===== src/rtl/tty_output_converter_defines.svh =====
// Assertion macros used by the converter's back stage (tto_back).
`ifndef TTY_OUTPUT_CONVERTER_DEFINES_SVH
`define TTY_OUTPUT_CONVERTER_DEFINES_SVH

// Same-cycle implication, checked out of reset.
`define TTO_ASSERT_IMP(lbl, ante, cons, msg) \
    lbl: assert property (@(posedge i_clk) disable iff (!i_rst_n) (ante) |-> (cons)) \
        else $error(msg);

// Next-cycle implication, checked out of reset.
`define TTO_ASSERT_NXT(lbl, ante, cons, msg) \
    lbl: assert property (@(posedge i_clk) disable iff (!i_rst_n) (ante) |=> (cons)) \
        else $error(msg);

`endif


===== src/rtl/tto_pkg.sv =====
`timescale 1ns / 1ps

package tto_pkg;

    localparam int TAB_STOP = 8;
    localparam int GAP_W    = $clog2(TAB_STOP + 1);

    // configuration register indexes
    localparam logic [2:0] REG_RAW_MODE   = 3'd0;
    localparam logic [2:0] REG_CR_MODE    = 3'd1;
    localparam logic [2:0] REG_NL_DELAY   = 3'd2;
    localparam logic [2:0] REG_TAB_DELAY  = 3'd3;
    localparam logic [2:0] REG_CR_DELAY   = 3'd4;
    localparam logic [2:0] REG_VERT_DELAY = 3'd5;

    // character codes
    localparam logic [7:0] CH_BS    = 8'd8;
    localparam logic [7:0] CH_TAB   = 8'd9;
    localparam logic [7:0] CH_LF    = 8'd10;
    localparam logic [7:0] CH_VT    = 8'd11;
    localparam logic [7:0] CH_FF    = 8'd12;
    localparam logic [7:0] CH_CR    = 8'd13;
    localparam logic [7:0] CH_SPACE = 8'd32;
    localparam logic [7:0] CH_DEL   = 8'd127;

    // delay styles and lengths
    localparam logic [1:0] NL_COLUMN   = 2'd1;
    localparam logic [1:0] NL_FIXED    = 2'd2;
    localparam logic [1:0] TAB_COLUMN  = 2'd1;
    localparam logic [1:0] TAB_EXPAND  = 2'd3;
    localparam logic [1:0] CRD_SHORT   = 2'd1;
    localparam logic [1:0] CRD_MEDIUM  = 2'd2;
    localparam logic [1:0] CRD_LONG    = 2'd3;
    localparam logic [6:0] DLY_NONE    = 7'd0;
    localparam logic [6:0] DLY_NL_MIN  = 7'd6;
    localparam logic [4:0] DLY_NL_ADD  = 5'd3;
    localparam logic [6:0] DLY_TAB_MIN = 7'd5;
    localparam logic [6:0] DLY_CR_S    = 7'd5;
    localparam logic [6:0] DLY_CR_M    = 7'd10;
    localparam logic [6:0] DLY_CR_L    = 7'd20;
    localparam logic [6:0] DLY_VERT    = 7'd127;

    // result slots walked by the output sequencer
    typedef enum logic [1:0] {
        SL_C0,
        SL_D0,
        SL_C1,
        SL_D1
    } t_slot;

    typedef struct packed {
        logic       raw_mode;
        logic       cr_mode;
        logic [1:0] nl_delay;
        logic [1:0] tab_delay;
        logic [1:0] cr_delay;
        logic       vert_delay;
    } t_cfg;

    // Result list for one item: first character (repeated cnt times), its delay,
    // an optional line feed and its delay. A zero delay means no delay result.
    typedef struct packed {
        logic [7:0]       c0;
        logic [GAP_W-1:0] cnt;
        logic [6:0]       d0;
        logic             c1_en;
        logic [6:0]       d1;
    } t_plan;

    // distance to the next tab stop for every column value
    typedef logic [GAP_W-1:0] t_gap_tbl [256];

    function automatic t_gap_tbl build_gap_tbl();
        t_gap_tbl tbl;
        for (int i = 0; i < 256; i++) begin
            tbl[i] = GAP_W'(TAB_STOP - (i % TAB_STOP));
        end
        return tbl;
    endfunction

    localparam t_gap_tbl GAP_TBL = build_gap_tbl();

endpackage


===== src/rtl/tto_front.sv =====
`timescale 1ns / 1ps

module tto_front
    import tto_pkg::*;
(
    input  logic       i_clk,
    input  logic       i_rst_n,
    input  t_cfg       i_cfg,
    input  logic       i_valid,
    output logic       o_stall,
    input  logic [7:0] i_char_in,
    output logic       o_plan_vld,
    output t_plan      o_plan,
    input  logic       i_take
);

    logic [7:0]       r_column;
    logic [7:0]       n_column;
    logic             r_plan_vld;
    t_plan            r_plan;
    t_plan            n_plan;
    logic [7:0]       c7;
    logic [GAP_W-1:0] gap;
    logic [GAP_W:0]   tab_d;
    logic [4:0]       nl_base;
    logic             accept;

    assign o_stall = r_plan_vld && !i_take;
    assign accept  = i_valid && !o_stall;

    always_comb begin
        c7      = {1'b0, i_char_in[6:0]};
        gap     = GAP_TBL[r_column];
        tab_d   = (GAP_W + 1)'(gap) + (GAP_W + 1)'(1);
        nl_base = 5'(r_column[7:4]) + DLY_NL_ADD;

        n_plan.c0    = c7;
        n_plan.cnt   = GAP_W'(1);
        n_plan.d0    = DLY_NONE;
        n_plan.c1_en = 1'b0;
        n_plan.d1    = DLY_NONE;
        n_column     = r_column;

        if (i_cfg.raw_mode) begin
            n_plan.c0 = i_char_in;
        end else if (c7 == CH_TAB && i_cfg.tab_delay == TAB_EXPAND) begin
            n_plan.c0 = CH_SPACE;
            n_plan.cnt = gap;
            n_column  = r_column + 8'(gap);
        end else if (c7 == CH_LF && i_cfg.cr_mode) begin
            // CR with its delay, then LF seen at column zero
            n_plan.c0    = CH_CR;
            n_plan.c1_en = 1'b1;
            case (i_cfg.cr_delay)
                CRD_SHORT:  n_plan.d0 = DLY_CR_S;
                CRD_MEDIUM: n_plan.d0 = DLY_CR_M;
                CRD_LONG:   n_plan.d0 = DLY_CR_L;
                default:    n_plan.d0 = DLY_NONE;
            endcase
            if (i_cfg.nl_delay == NL_FIXED) begin
                n_plan.d1 = DLY_NL_MIN;
            end
            n_column = 8'd0;
        end else begin
            case (c7) inside
                CH_BS: begin
                    if (r_column != 8'd0) begin
                        n_column = r_column - 8'd1;
                    end
                end
                CH_LF: begin
                    if (i_cfg.nl_delay == NL_COLUMN) begin
                        if (r_column != 8'd0) begin
                            n_plan.d0 = (7'(nl_base) < DLY_NL_MIN) ? DLY_NL_MIN
                                                                   : 7'(nl_base);
                        end
                    end else if (i_cfg.nl_delay == NL_FIXED) begin
                        n_plan.d0 = DLY_NL_MIN;
                    end
                    n_column = 8'd0;
                end
                CH_TAB: begin
                    if (i_cfg.tab_delay == TAB_COLUMN && 7'(tab_d) >= DLY_TAB_MIN) begin
                        n_plan.d0 = 7'(tab_d);
                    end
                    n_column = r_column + 8'(gap);
                end
                CH_VT, CH_FF: begin
                    if (i_cfg.vert_delay) begin
                        n_plan.d0 = DLY_VERT;
                    end
                end
                CH_CR: begin
                    case (i_cfg.cr_delay)
                        CRD_SHORT:  n_plan.d0 = DLY_CR_S;
                        CRD_MEDIUM: n_plan.d0 = DLY_CR_M;
                        CRD_LONG:   n_plan.d0 = DLY_CR_L;
                        default:    n_plan.d0 = DLY_NONE;
                    endcase
                    n_column = 8'd0;
                end
                default: begin
                    // ordinary characters advance; control codes and DEL do not
                    if (c7 >= CH_SPACE && c7 != CH_DEL) begin
                        n_column = r_column + 8'd1;
                    end
                end
            endcase
        end
    end

    always_ff @(posedge i_clk) begin
        if (!i_rst_n) begin
            r_column   <= 8'd0;
            r_plan_vld <= 1'b0;
        end else begin
            if (accept) begin
                r_column   <= n_column;
                r_plan_vld <= 1'b1;
            end else if (i_take) begin
                r_plan_vld <= 1'b0;
            end
        end
    end

    always_ff @(posedge i_clk) begin
        if (accept) begin
            r_plan <= n_plan;
        end
    end

    assign o_plan_vld = r_plan_vld;
    assign o_plan     = r_plan;

endmodule


===== src/rtl/tto_back.sv =====
`timescale 1ns / 1ps
`include "tty_output_converter_defines.svh"

module tto_back
    import tto_pkg::*;
(
    input  logic       i_clk,
    input  logic       i_rst_n,
    input  logic       i_plan_vld,
    input  t_plan      i_plan,
    output logic       o_take,
    output logic       o_valid,
    input  logic       i_stall,
    output logic       o_kind,
    output logic [7:0] o_value,
    output logic       o_last
);

    t_slot            r_slot;
    t_slot            n_slot;
    logic [GAP_W-1:0] r_cnt;
    logic [GAP_W-1:0] n_cnt;
    logic             r_out_vld;
    logic             r_kind;
    logic [7:0]       r_value;
    logic             r_last;
    logic             n_kind;
    logic [7:0]       n_value;
    logic             n_last;
    logic [3:0]       pres;
    logic             found;
    t_slot            nxt;
    logic             rep_more;
    logic             load;

    assign load = i_plan_vld && (!r_out_vld || !i_stall);

    always_comb begin
        pres[0] = 1'b1;
        pres[1] = (i_plan.d0 != DLY_NONE);
        pres[2] = i_plan.c1_en;
        pres[3] = i_plan.c1_en && (i_plan.d1 != DLY_NONE);

        found = 1'b0;
        nxt   = SL_C0;
        for (int q = 0; q < 4; q++) begin
            if (!found && q > int'(r_slot) && pres[q]) begin
                found = 1'b1;
                nxt   = t_slot'(2'(q));
            end
        end

        rep_more = (r_slot == SL_C0) && ((r_cnt + GAP_W'(1)) != i_plan.cnt);

        unique case (r_slot)
            SL_C0: begin
                n_kind  = 1'b0;
                n_value = i_plan.c0;
            end
            SL_D0: begin
                n_kind  = 1'b1;
                n_value = {1'b0, i_plan.d0};
            end
            SL_C1: begin
                n_kind  = 1'b0;
                n_value = CH_LF;
            end
            SL_D1: begin
                n_kind  = 1'b1;
                n_value = {1'b0, i_plan.d1};
            end
        endcase

        n_last = !rep_more && !found;

        if (rep_more) begin
            n_slot = SL_C0;
            n_cnt  = r_cnt + GAP_W'(1);
        end else if (found) begin
            n_slot = nxt;
            n_cnt  = '0;
        end else begin
            n_slot = SL_C0;
            n_cnt  = '0;
        end
    end

    assign o_take = load && n_last;

    always_ff @(posedge i_clk) begin
        if (!i_rst_n) begin
            r_slot    <= SL_C0;
            r_cnt     <= '0;
            r_out_vld <= 1'b0;
        end else begin
            if (load) begin
                r_slot    <= n_slot;
                r_cnt     <= n_cnt;
                r_out_vld <= 1'b1;
            end else if (!i_stall) begin
                r_out_vld <= 1'b0;
            end
        end
    end

    always_ff @(posedge i_clk) begin
        if (load) begin
            r_kind  <= n_kind;
            r_value <= n_value;
            r_last  <= n_last;
        end
    end

    assign o_valid = r_out_vld;
    assign o_kind  = r_kind;
    assign o_value = r_value;
    assign o_last  = r_last;

    `TTO_ASSERT_IMP(a_cnt_in_range, i_plan_vld, r_cnt < i_plan.cnt, "repeat count overran")
    `TTO_ASSERT_IMP(a_cnt_slot0, r_cnt != '0, r_slot == SL_C0, "repeat outside first slot")
    `TTO_ASSERT_IMP(a_slot_needs_plan, r_slot != SL_C0, i_plan_vld, "slot set with no item")
    `TTO_ASSERT_NXT(a_take_rewinds, o_take, r_slot == SL_C0 && r_cnt == '0 && o_last,
                    "item released without rewind")

endmodule


===== src/rtl/tty_output_converter.sv =====
`timescale 1ns / 1ps
// Terminal output converter.
// Input channel: i_valid / o_stall with i_char_in; an item is taken at a rising
// edge with i_valid high and o_stall low. Output channel: o_valid / i_stall
// with o_kind (0 character, 1 fill delay), o_value and o_last; o_last marks
// the final result of each input item.
// Configuration: write i_cfg_data to register i_cfg_idx while i_cfg_we is
// high; write only while idle. Unknown indexes are ignored.
// Path: taking an item loads its plan into the plan register; the first result
// is then loaded from it into the output register, where it can be accepted.
// Throughput: one result per cycle from the output sequencer unless stalled, so
// an item that makes one result sustains one item per cycle; an item with n
// results (up to TAB_STOP for an expanded tab) holds the sequencer until done.
// Reset: configuration returns to its defaults (CR mode on, all else off), the
// column goes to zero and both stages empty.
// Stall: a stalled result holds in the output register; the next result waits
// in the plan register, and o_stall rises once that register cannot drain.

module tty_output_converter
    import tto_pkg::*;
(
    input  logic       i_clk,
    input  logic       i_rst_n,
    input  logic       i_cfg_we,
    input  logic [2:0] i_cfg_idx,
    input  logic [1:0] i_cfg_data,
    input  logic       i_valid,
    output logic       o_stall,
    input  logic [7:0] i_char_in,
    output logic       o_valid,
    input  logic       i_stall,
    output logic       o_kind,
    output logic [7:0] o_value,
    output logic       o_last
);

    t_cfg  r_cfg;
    t_plan plan;
    logic  plan_vld;
    logic  take;

    // Configuration registers: decode the index, hold until rewritten.
    always_ff @(posedge i_clk) begin
        if (!i_rst_n) begin
            r_cfg.raw_mode   <= 1'b0;
            r_cfg.cr_mode    <= 1'b1;
            r_cfg.nl_delay   <= 2'd0;
            r_cfg.tab_delay  <= 2'd0;
            r_cfg.cr_delay   <= 2'd0;
            r_cfg.vert_delay <= 1'b0;
        end else if (i_cfg_we) begin
            unique case (i_cfg_idx)
                REG_RAW_MODE:   r_cfg.raw_mode   <= i_cfg_data[0];
                REG_CR_MODE:    r_cfg.cr_mode    <= i_cfg_data[0];
                REG_NL_DELAY:   r_cfg.nl_delay   <= i_cfg_data;
                REG_TAB_DELAY:  r_cfg.tab_delay  <= i_cfg_data;
                REG_CR_DELAY:   r_cfg.cr_delay   <= i_cfg_data;
                REG_VERT_DELAY: r_cfg.vert_delay <= i_cfg_data[0];
                default: ; // drop writes beyond the register list
            endcase
        end
    end

    // Front stage: classify the character, advance the column, store the plan.
    tto_front u_front (
        .i_clk      (i_clk),
        .i_rst_n    (i_rst_n),
        .i_cfg      (r_cfg),
        .i_valid    (i_valid),
        .o_stall    (o_stall),
        .i_char_in  (i_char_in),
        .o_plan_vld (plan_vld),
        .o_plan     (plan),
        .i_take     (take)
    );

    // Back stage: walk the plan, one result into the output register a cycle while not stalled.
    tto_back u_back (
        .i_clk      (i_clk),
        .i_rst_n    (i_rst_n),
        .i_plan_vld (plan_vld),
        .i_plan     (plan),
        .o_take     (take),
        .o_valid    (o_valid),
        .i_stall    (i_stall),
        .o_kind     (o_kind),
        .o_value    (o_value),
        .o_last     (o_last)
    );

endmodule

===== config.mk =====
export PLATFORM = sky130hd
export DESIGN_NAME = tty_output_converter
export DESIGN_NICKNAME = d
export VERILOG_FILES = /design/src/rtl/tto_pkg.sv /design/src/rtl/tto_front.sv /design/src/rtl/tto_back.sv /design/src/rtl/tty_output_converter.sv
export VERILOG_INCLUDE_DIRS = /design/src /design/src/rtl
export SDC_FILE = /design/constraint.sdc
export NUM_CORES = 1
export LEC_CHECK = 0
export BUFFER_PORTS_ARGS = -buffer_cell sky130_fd_sc_hd__buf_2
export CAP_MARGIN = 0
export CORE_MARGIN = 1.5
export CORE_UTILIZATION = 40
export CTS_BUF_LIST = sky130_fd_sc_hd__clkbuf_8
export CTS_CLUSTER_DIAMETER = 120
export DETAILED_ROUTE_END_ITERATION = 7
export PLACE_DENSITY = 0.64
export SETUP_SLACK_MARGIN = 0.3
export SYNTH_ARGS = -nofsm -noshare
export SYNTH_HDL_FRONTEND = slang
export SYNTH_HIERARCHICAL = 1
export SYNTH_SLANG_ARGS = --single-unit
export TNS_END_PERCENT = 100

===== constraint.sdc =====
create_clock -name i_clk -period 3.25 [get_ports i_clk]
set_input_delay 0.4875 -clock i_clk [delete_from_list [all_inputs] [get_ports i_clk]]
set_output_delay 0.4875 -clock i_clk [all_outputs]
set_load 0.1 [all_outputs]

# ---- Word-level counts from Yosys, hierarchy flattened
# Memory sizes are Yosys's and may differ from the RTL's.
# Index checks and enable logic that the tools add are counted.
dict set report word_totals {
  rom_bits 1024
  in_bits 18
  memories 1
  register_bits 62
}
dict set report op_classes {
  mux 43
  add_sub_neg 6
  reduce_logical 45
  bitwise_logic 4
  n_lt_le_gt_ge 7
  eq_ne 26
}
# name words word_bits read_ports rd_ports_with_merged_regs wr line
set mem_list {}
lappend mem_list {{(name not given)} 256 4 1 0 0 tto_front.sv:33} ;# gap = GAP_TBL[r_column];
# cell n
set op_table {}
lappend op_table {{$mux W8} 12}
lappend op_table {{$mux W7} 10}
lappend op_table {{$eq A7 B4 Y1 const B} 6}
lappend op_table {{$pmux W8 S4} 1}
lappend op_table {{$reduce_bool A7 Y1} 3}
lappend op_table {{$logic_and A1 B1 Y1} 16}
lappend op_table {{$pmux W5 S3} 1}
lappend op_table {{$eq A2 B2 Y1 const B} 6}
lappend op_table {{$mux W4} 3}
lappend op_table {{$reduce_and A2 Y1} 6}
lappend op_table {{$mux W5} 2}
lappend op_table {{$reduce_or A2 Y1} 5}
lappend op_table {{$ge A9 B9 Y1 const B} 1}
lappend op_table {{$not A8 Y9} 1}
lappend op_table {{$add A8 B1 Y8 const B} 1}
lappend op_table {{$add A8 B4 Y8} 1}
lappend op_table {{$eq A2 B1 Y1 const B} 4}
lappend op_table {{$logic_not A1 Y1} 8}
lappend op_table {{$mux W1} 8}
lappend op_table {{$mux W2} 4}
lappend op_table {{$reduce_bool A8 Y1} 1}
lappend op_table {{$sub A8 B1 Y8 const B} 1}
lappend op_table {{$ge A7 B6 Y1 const B} 1}
lappend op_table {{$ne A7 B7 Y1 const B} 1}
lappend op_table {{23 further kinds} 28}

# ---- Longest topological paths before layout
dict set report logic_depth {
  depth_word 19
  mapped_depth 13
  depth_no_buf 12
}

# ---- Cells and area by module
# Netlist, hierarchy kept.
# mod area_per_inst_um2 cells_per_inst instances
set by_module_without_submodules {}
lappend by_module_without_submodules {tto_front 2542.4 304 1}
lappend by_module_without_submodules {tto_back 937.1 96 1}
lappend by_module_without_submodules {tty_output_converter 389.1 37 1}

# ---- Least setup slack after synthesis
# OpenSTA, ideal clock, no wires.
dict set report synth_path {
  path_kind {register to register}
  startpoint {register u_back.r_out_vld, in the netlist u_back/o_valid}
  endpoint {register u_front.r_plan (netlist bit u_front/o_plan[10]), enable pin}
  required_ns 2.793
  path_stages_with_launch 7
  setup_slack_ns -0.883
  arrival_ns 3.675
  n_path_buf 0
  path_cell_list {dfxtp_1 > nand2_1 > nand2_1 > a21oi_1 > nor2b_1 > nor2b_1 > nor2b_1}
}
dict set report synth_via {
  elab_chain_cells 8
}
# item line
set synth_rtl {}
lappend synth_rtl {{from (decl)} tto_back.sv:23} ;# logic r_out_vld;
lappend synth_rtl {{from (signal assigned)} tto_back.sv:94} ;# r_out_vld <= 1'b0;
lappend synth_rtl {{from (signal assigned)} tto_back.sv:99} ;# r_out_vld <= 1'b1;
lappend synth_rtl {{from (signal assigned)} tto_back.sv:101} ;# r_out_vld <= 1'b0;
lappend synth_rtl {{$logic_not A1 Y1} tto_back.sv:36} ;# assign load = i_plan_vld && (!r_out_vld || !i_stall);
lappend synth_rtl {{$logic_or A1 B1 Y1} tto_back.sv:36}
lappend synth_rtl {{$logic_and A1 B1 Y1} tto_back.sv:36}
lappend synth_rtl {{$logic_and A1 B1 Y1} tto_back.sv:88} ;# assign o_take = load && n_last;
lappend synth_rtl {{via take} tty_output_converter.sv:40} ;# logic take;
lappend synth_rtl {{$logic_not A1 Y1} tto_front.sv:28} ;# assign o_stall = r_plan_vld && !i_take;
lappend synth_rtl {{$logic_and A1 B1 Y1} tto_front.sv:28}
lappend synth_rtl {{via o_stall} tty_output_converter.sv:28} ;# output logic o_stall,
lappend synth_rtl {{$logic_not A1 Y1} tto_front.sv:29} ;# assign accept = i_valid && !o_stall;
lappend synth_rtl {{$logic_and A1 B1 Y1} tto_front.sv:29}
lappend synth_rtl {{via u_front.accept} tto_front.sv:26} ;# logic accept;
lappend synth_rtl {{to (signal assigned)} tto_front.sv:128} ;# r_plan <= n_plan;
lappend synth_rtl {{to (decl)} tto_front.sv:20} ;# t_plan r_plan;
# The timed path passes the listed nets, and every way through them passes these cells.
# A chain may end at the register's enable or synchronous reset.

# ---- Worst setup path in the final report
dict set report layout_path {
  startpoint {register u_front.r_plan (netlist bit u_front/o_plan[13])}
  endpoint {register u_front.r_column[0]}
}
dict set report layout_via {
  elab_chain_cells 19
}
# item line
set layout_rtl {}
lappend layout_rtl {{$reduce_bool A7 Y1 *} tto_back.sv:40} ;# pres[1] = (i_plan.d0 != DLY_NONE);
lappend layout_rtl {{$logic_and A1 B1 Y1 *} tto_back.sv:47} ;# if (!found && q > int'(r_slot) && pres[q]) begin
lappend layout_rtl {{$mux W1 *} tto_back.sv:47}
lappend layout_rtl {{$logic_not A1 Y1} tto_back.sv:47}
lappend layout_rtl {{$logic_and A1 B1 Y1 (2 in series)} tto_back.sv:47}
lappend layout_rtl {{$mux W1 *} tto_back.sv:47}
lappend layout_rtl {{$logic_not A1 Y1} tto_back.sv:47}
lappend layout_rtl {{$logic_and A1 B1 Y1 (2 in series)} tto_back.sv:47}
lappend layout_rtl {{(+2 left out)} n/a}
lappend layout_rtl {{$logic_and A1 B1 Y1 *} tto_back.sv:74} ;# n_last = !rep_more && !found;
lappend layout_rtl {{$logic_and A1 B1 Y1 *} tto_back.sv:88}
lappend layout_rtl {{via take} tty_output_converter.sv:40}
lappend layout_rtl {{$logic_not A1 Y1 *} tto_front.sv:28}
lappend layout_rtl {{$logic_and A1 B1 Y1 *} tto_front.sv:28}
lappend layout_rtl {{$logic_not A1 Y1 *} tto_front.sv:29}
lappend layout_rtl {{$logic_and A1 B1 Y1 *} tto_front.sv:29}
lappend layout_rtl {{$reduce_and A5 Y1 (no source line) *} n/a}
lappend layout_rtl {{to (signal assigned)} tto_front.sv:118} ;# r_column <= n_column;
lappend layout_rtl {{to (decl)} tto_front.sv:17} ;# logic [7:0] r_column;
# Mark *: on every way through the listed nets, which the timed path passes. The rest lies on a longest branch.

==> impl_metrics.csv <==
group,metric,value,unit
run_status,run_status,"finished, final reports clean",
power,sw_frac_of_total,0.3322,
die,fp.coreArea,9328,um2
placed_design,detailedPlacementHpwl,6809,um
die,start_util,0.4148,
sta,fin_crit_sh,0.8505,
synthesis,synth.yosys.seq_area_share,0.3622,
synthesis,synth_ff_type,"edfxtp_1",
placed_design,place.port_buffers,29,
critical_path,r2r_end,"u_front/r_column[0]$_SDFFE_PN0P_",
synthesis,postSynthCellCount,437,
critical_path,minimum_setup_slack_among_reg_to_reg_paths,0.49,ns
final_layout,final_cell_count_no_fill,587,
worst_hold_path,hp-class,"in2reg",
detailed_routing,detailedRoute.firstPassIterationCount,4,
detailed_routing,route.detailed.drc,0,
grt,initial_antenna_violation_count,0,
critical_path,r2r-start,"u_front/o_plan[13]$_SDFFCE_PP0P_",
critical_path,rr_worst_depth,11,
sta,final.setup.tns,0,ns
synthesis,yosys_warnings,6,
cts,cts_hold_repair.buffers,0,
die,ioPinCount,30,
sta,worst_slew_margin_rel,0.5621,
power,power_per_cell_area,370.6,nW/um2
grt,grt-ovfl-total,0,
synthesis,synth-edff-count,30,
cts,clk_transition_reported_paths,0.11,ns
cts,insertion_delay,0.31,ns
detailed_routing,via_per_inst,5.790,
worst_hold_path,whs_path_depth,1,
detailed_routing,drt_first_iter_violations,302,
critical_path,startpoint_type,"flip-flop",
final_layout,areaGrowthSynthToFinish,10.22,%
sta,post_route_skew,0.009812,ns
final_layout,diodes_inserted,0,
detailed_routing,final_antenna_net_count,0,
cts,clk_sinks,55,
critical_path,critical_path.endpoint_type,"flip-flop",
power,part_of_the_power_in_the_clock_network,0.252,
power,power_leakage,1.518,nW
critical_path,setup.worst_path.start,"u_front/o_plan[13]$_SDFFCE_PP0P_",
die,floorplan.die_area,10270,um2
power,sequential_share_of_power,0.504,
placed_design,numPlacedInstances,575,
cts,clock_tree.root_cell,"clkbuf_8",
cts,tritoncts.num_buffers,5,
sta,layout_min_cycle_time,2.764,ns
critical_path,critical_path_arrival,2.98,ns
power,cell_internal_pwr,1.055,mW
synthesis,syn-cell-area,3869,um2
power,peakVddDrop,175.9,uV
sta,grt_setup_unrepaired,"true",
die,die_width,101.3,um
critical_path,worstPathRequired,3.47,ns
sta,final_max_slew_viol_count,0,
grt,grt_start_max_net_pins,27,
grt,first_global_vias,3116,
synthesis,synthDistinctLibCells,71,
detailed_routing,routed-via-count,3399,
grt,global_route.usage.total,0.1862,
detailed_routing,detail_route.wirelength,9439,um
sta,timing_hold_violations_final,0,
sta,setup-violations-final,0,
final_layout,final_core_utilization,0.4571,
job,max_cap_violations,0,
placed_design,pre_cts_slack,0.2453,ns
worst_hold_path,min_from,"i_char_in[6]",
critical_path,cp_max_fo,8,
die,fp-row-count,35,
synthesis,ys_seq_elements,55,
sta,fmax,0.3618,GHz
synthesis,syn_avg_cell_area,8.853,um2
cts,h_tree_depth,2,
final_layout,layout-drive-gt1-share,0.1747,
placed_design,place.gp.congestion,0.9343,
detailed_routing,drt-wirelength-per-cell,16.08,um
final_layout,nets,487,
sta,setup_ws,0.4858,ns
synthesis,share_of_flip_flops_with_an_asynchronous_set_or_reset_after_synthesis,0,
sta,worstMarginPinSlew,0.6518,ns
grt,first_pass_grt_wire_length,15290,um
power,power_frac_comb,0.244,
cts,clock_path_buffers,2,
die,die_h,101.3,um
power,netSwitchingPower,0.5249,mW
cts,tritoncts_clock_tree,"built",
critical_path,timing.setup.critical_path_class,"reg2reg",
power,total_power,1.580,mW
worst_hold_path,worstHoldEndpoint,"u_front/o_plan[25]$_DFFE_PP_",
==> critical path: stages (launching register included) <==
cell and delay [ns]:
edfxtp_1 0.44, or4_4 0.54, nor4_4 0.20, a21boi_1 0.14, nor2b_2 0.17, nor2b_4 0.07
nor3b_4 0.25, o21a_1 0.22, a32o_2 0.26, buf_4 0.15, mux2i_1 0.17, nor2_1 0.05
==> cells by family after synthesis <==
group,after synthesis,synth area share
multiplexers,18,0.04754
XOR/XNOR,18,0.04075
flip-flops,55,0.3622
adder cells (fa/ha/maj),12,0.04075
AND/OR/NAND/NOR,179,0.2610
AO/OA/AOI/OAI,106,0.1911
buffers and inverters,48,0.05563
other,1,0.0009693
==> stage by stage <==
step / area (um2) / hold slack, ns
finish: 4264 / 0.4352
global placement: 4110 / 0.4549
floorplan: 3895 / 0.4335
detailed placement: 4110 / 0.4587
global route: 4264 / 0.4280
CTS: 4204 / 0.4298
==> how the worst max path moves through the flow <==
stage	end	slack (ns)	depth (start not counted)
floorplan	u_front/r_column[5]$_SDFFE_PN0P_	0.39	12
global placement	u_front/r_column[1]$_SDFFE_PN0P_	0.30	10
detailed placement	u_front/r_column[5]$_SDFFE_PN0P_	0.25	10
CTS	u_front/r_column[5]$_SDFFE_PN0P_	0.40	10
global route	u_front/r_column[5]$_SDFFE_PN0P_	0.28	12
finish	u_front/r_column[0]$_SDFFE_PN0P_	0.49	11
==> layout make-up <==
class | count | area [um2]
Clock buffer | 5 | 68.82
Clock inverter | 3 | 22.52
Multi-Input combinational cell | 339 | 2311
Sequential cell | 55 | 1406
Tap cell | 129 | 161.4
Timing Repair Buffer | 41 | 237.7
Inverter | 15 | 56.30
Fill cell | 919 | 5064
==> power groups by stage <==
stage / Sequential [mW] / Combinational [mW] / Clock (mW)
after floorplan: 0.861 / 0.235 / 0
after CTS: 0.796 / 0.368 / 0.408
after detailed placement: 0.812 / 0.366 / 0
after global placement: 0.811 / 0.359 / 0
final: 0.797 / 0.385 / 0.398
after global routing: 0.802 / 0.420 / 0.436
==> cells in the final DEF, fill, tap and decap left out, types with 4 or more instances in the layout <==
cell type	netlist	final
a21boi_0	4	4
a21o_1	4	4
a21oi_1	21	20
a31oi_1	7	7
and2_1	4	4
and3_1	6	6
buf_2	4	28
buf_4	8	12
clkbuf_8	0	5
conb_1	1	5
dfxtp_1	25	23
edfxtp_1	30	30
ha_1	11	9
inv_1	15	15
mux2i_1	15	15
nand2_1	43	43
nand2b_1	12	12
nand3_1	20	20
nand3b_1	5	5
nand4_1	5	5
nor2_1	26	26
nor2b_1	11	8
nor3_1	18	18
nor3b_1	6	5
o21a_1	6	6
o21ai_0	18	18
o221ai_1	5	5
o22ai_1	9	9
xnor2_1	11	11
xor2_1	7	7
==> registers in the layout (all words and copies together) (netlist names), 2 cells and up <==
register,count
u_back/r_cnt,4
r_cfg,9
u_front/o_plan,20
u_back/r_slot,2
u_front/r_column,8
u_back/o_value,8
==> cells in the mapped netlist (3+ instances only) <==
cell type | number | area share
and2_1 | 4 | 0.0065
nand3_1 | 20 | 0.026
buf_2 | 4 | 0.0052
nor2b_1 | 11 | 0.018
edfxtp_1 | 30 | 0.23
mux2_2 | 3 | 0.0087
a21boi_0 | 4 | 0.0078
nor2_1 | 26 | 0.025
nand2_1 | 43 | 0.042
nand2b_1 | 12 | 0.019
and4bb_2 | 3 | 0.0097
clkbuf_1 | 20 | 0.019
nor3_1 | 18 | 0.023
or2_2 | 3 | 0.0049
xor2_1 | 7 | 0.016
o22ai_1 | 9 | 0.015
nor3b_1 | 6 | 0.012
a31oi_1 | 7 | 0.011
o21a_1 | 6 | 0.012
ha_1 | 11 | 0.036
nand3b_1 | 5 | 0.0097
o21ai_0 | 18 | 0.023
xnor2_1 | 11 | 0.025
mux2i_1 | 15 | 0.039
inv_1 | 15 | 0.015
nand4_1 | 5 | 0.0081
dfxtp_1 | 25 | 0.13
o22a_1 | 3 | 0.0068
a21oi_1 | 21 | 0.027
a21o_1 | 4 | 0.0078
and3_1 | 6 | 0.0097
buf_4 | 8 | 0.016
o221ai_1 | 5 | 0.011
==> metal layers <==
| layer | vias to the layer above | track usage | part of all wire |
|---|---|---|---|
| li1 | 1647 | - | - |
| met1 | 1609 | 0.2481 | 0.44 |
| met2 | 123 | 0.3154 | 0.48 |
| met3 | 20 | 0.02553 | 0.056 |
| met4 | 0 | 0.05449 | 0.018 |
| met5 | - | 0 | 0 |
==> what timing repair did <==
action / in CTS / in global routing
buffers inserted: 0 / 3
gates resized for setup: 2 / 8
setup endpoints to repair: 6 / 8
gates cloned: 0 / 1
Note: power is estimated with default switching activity, not from simulation.
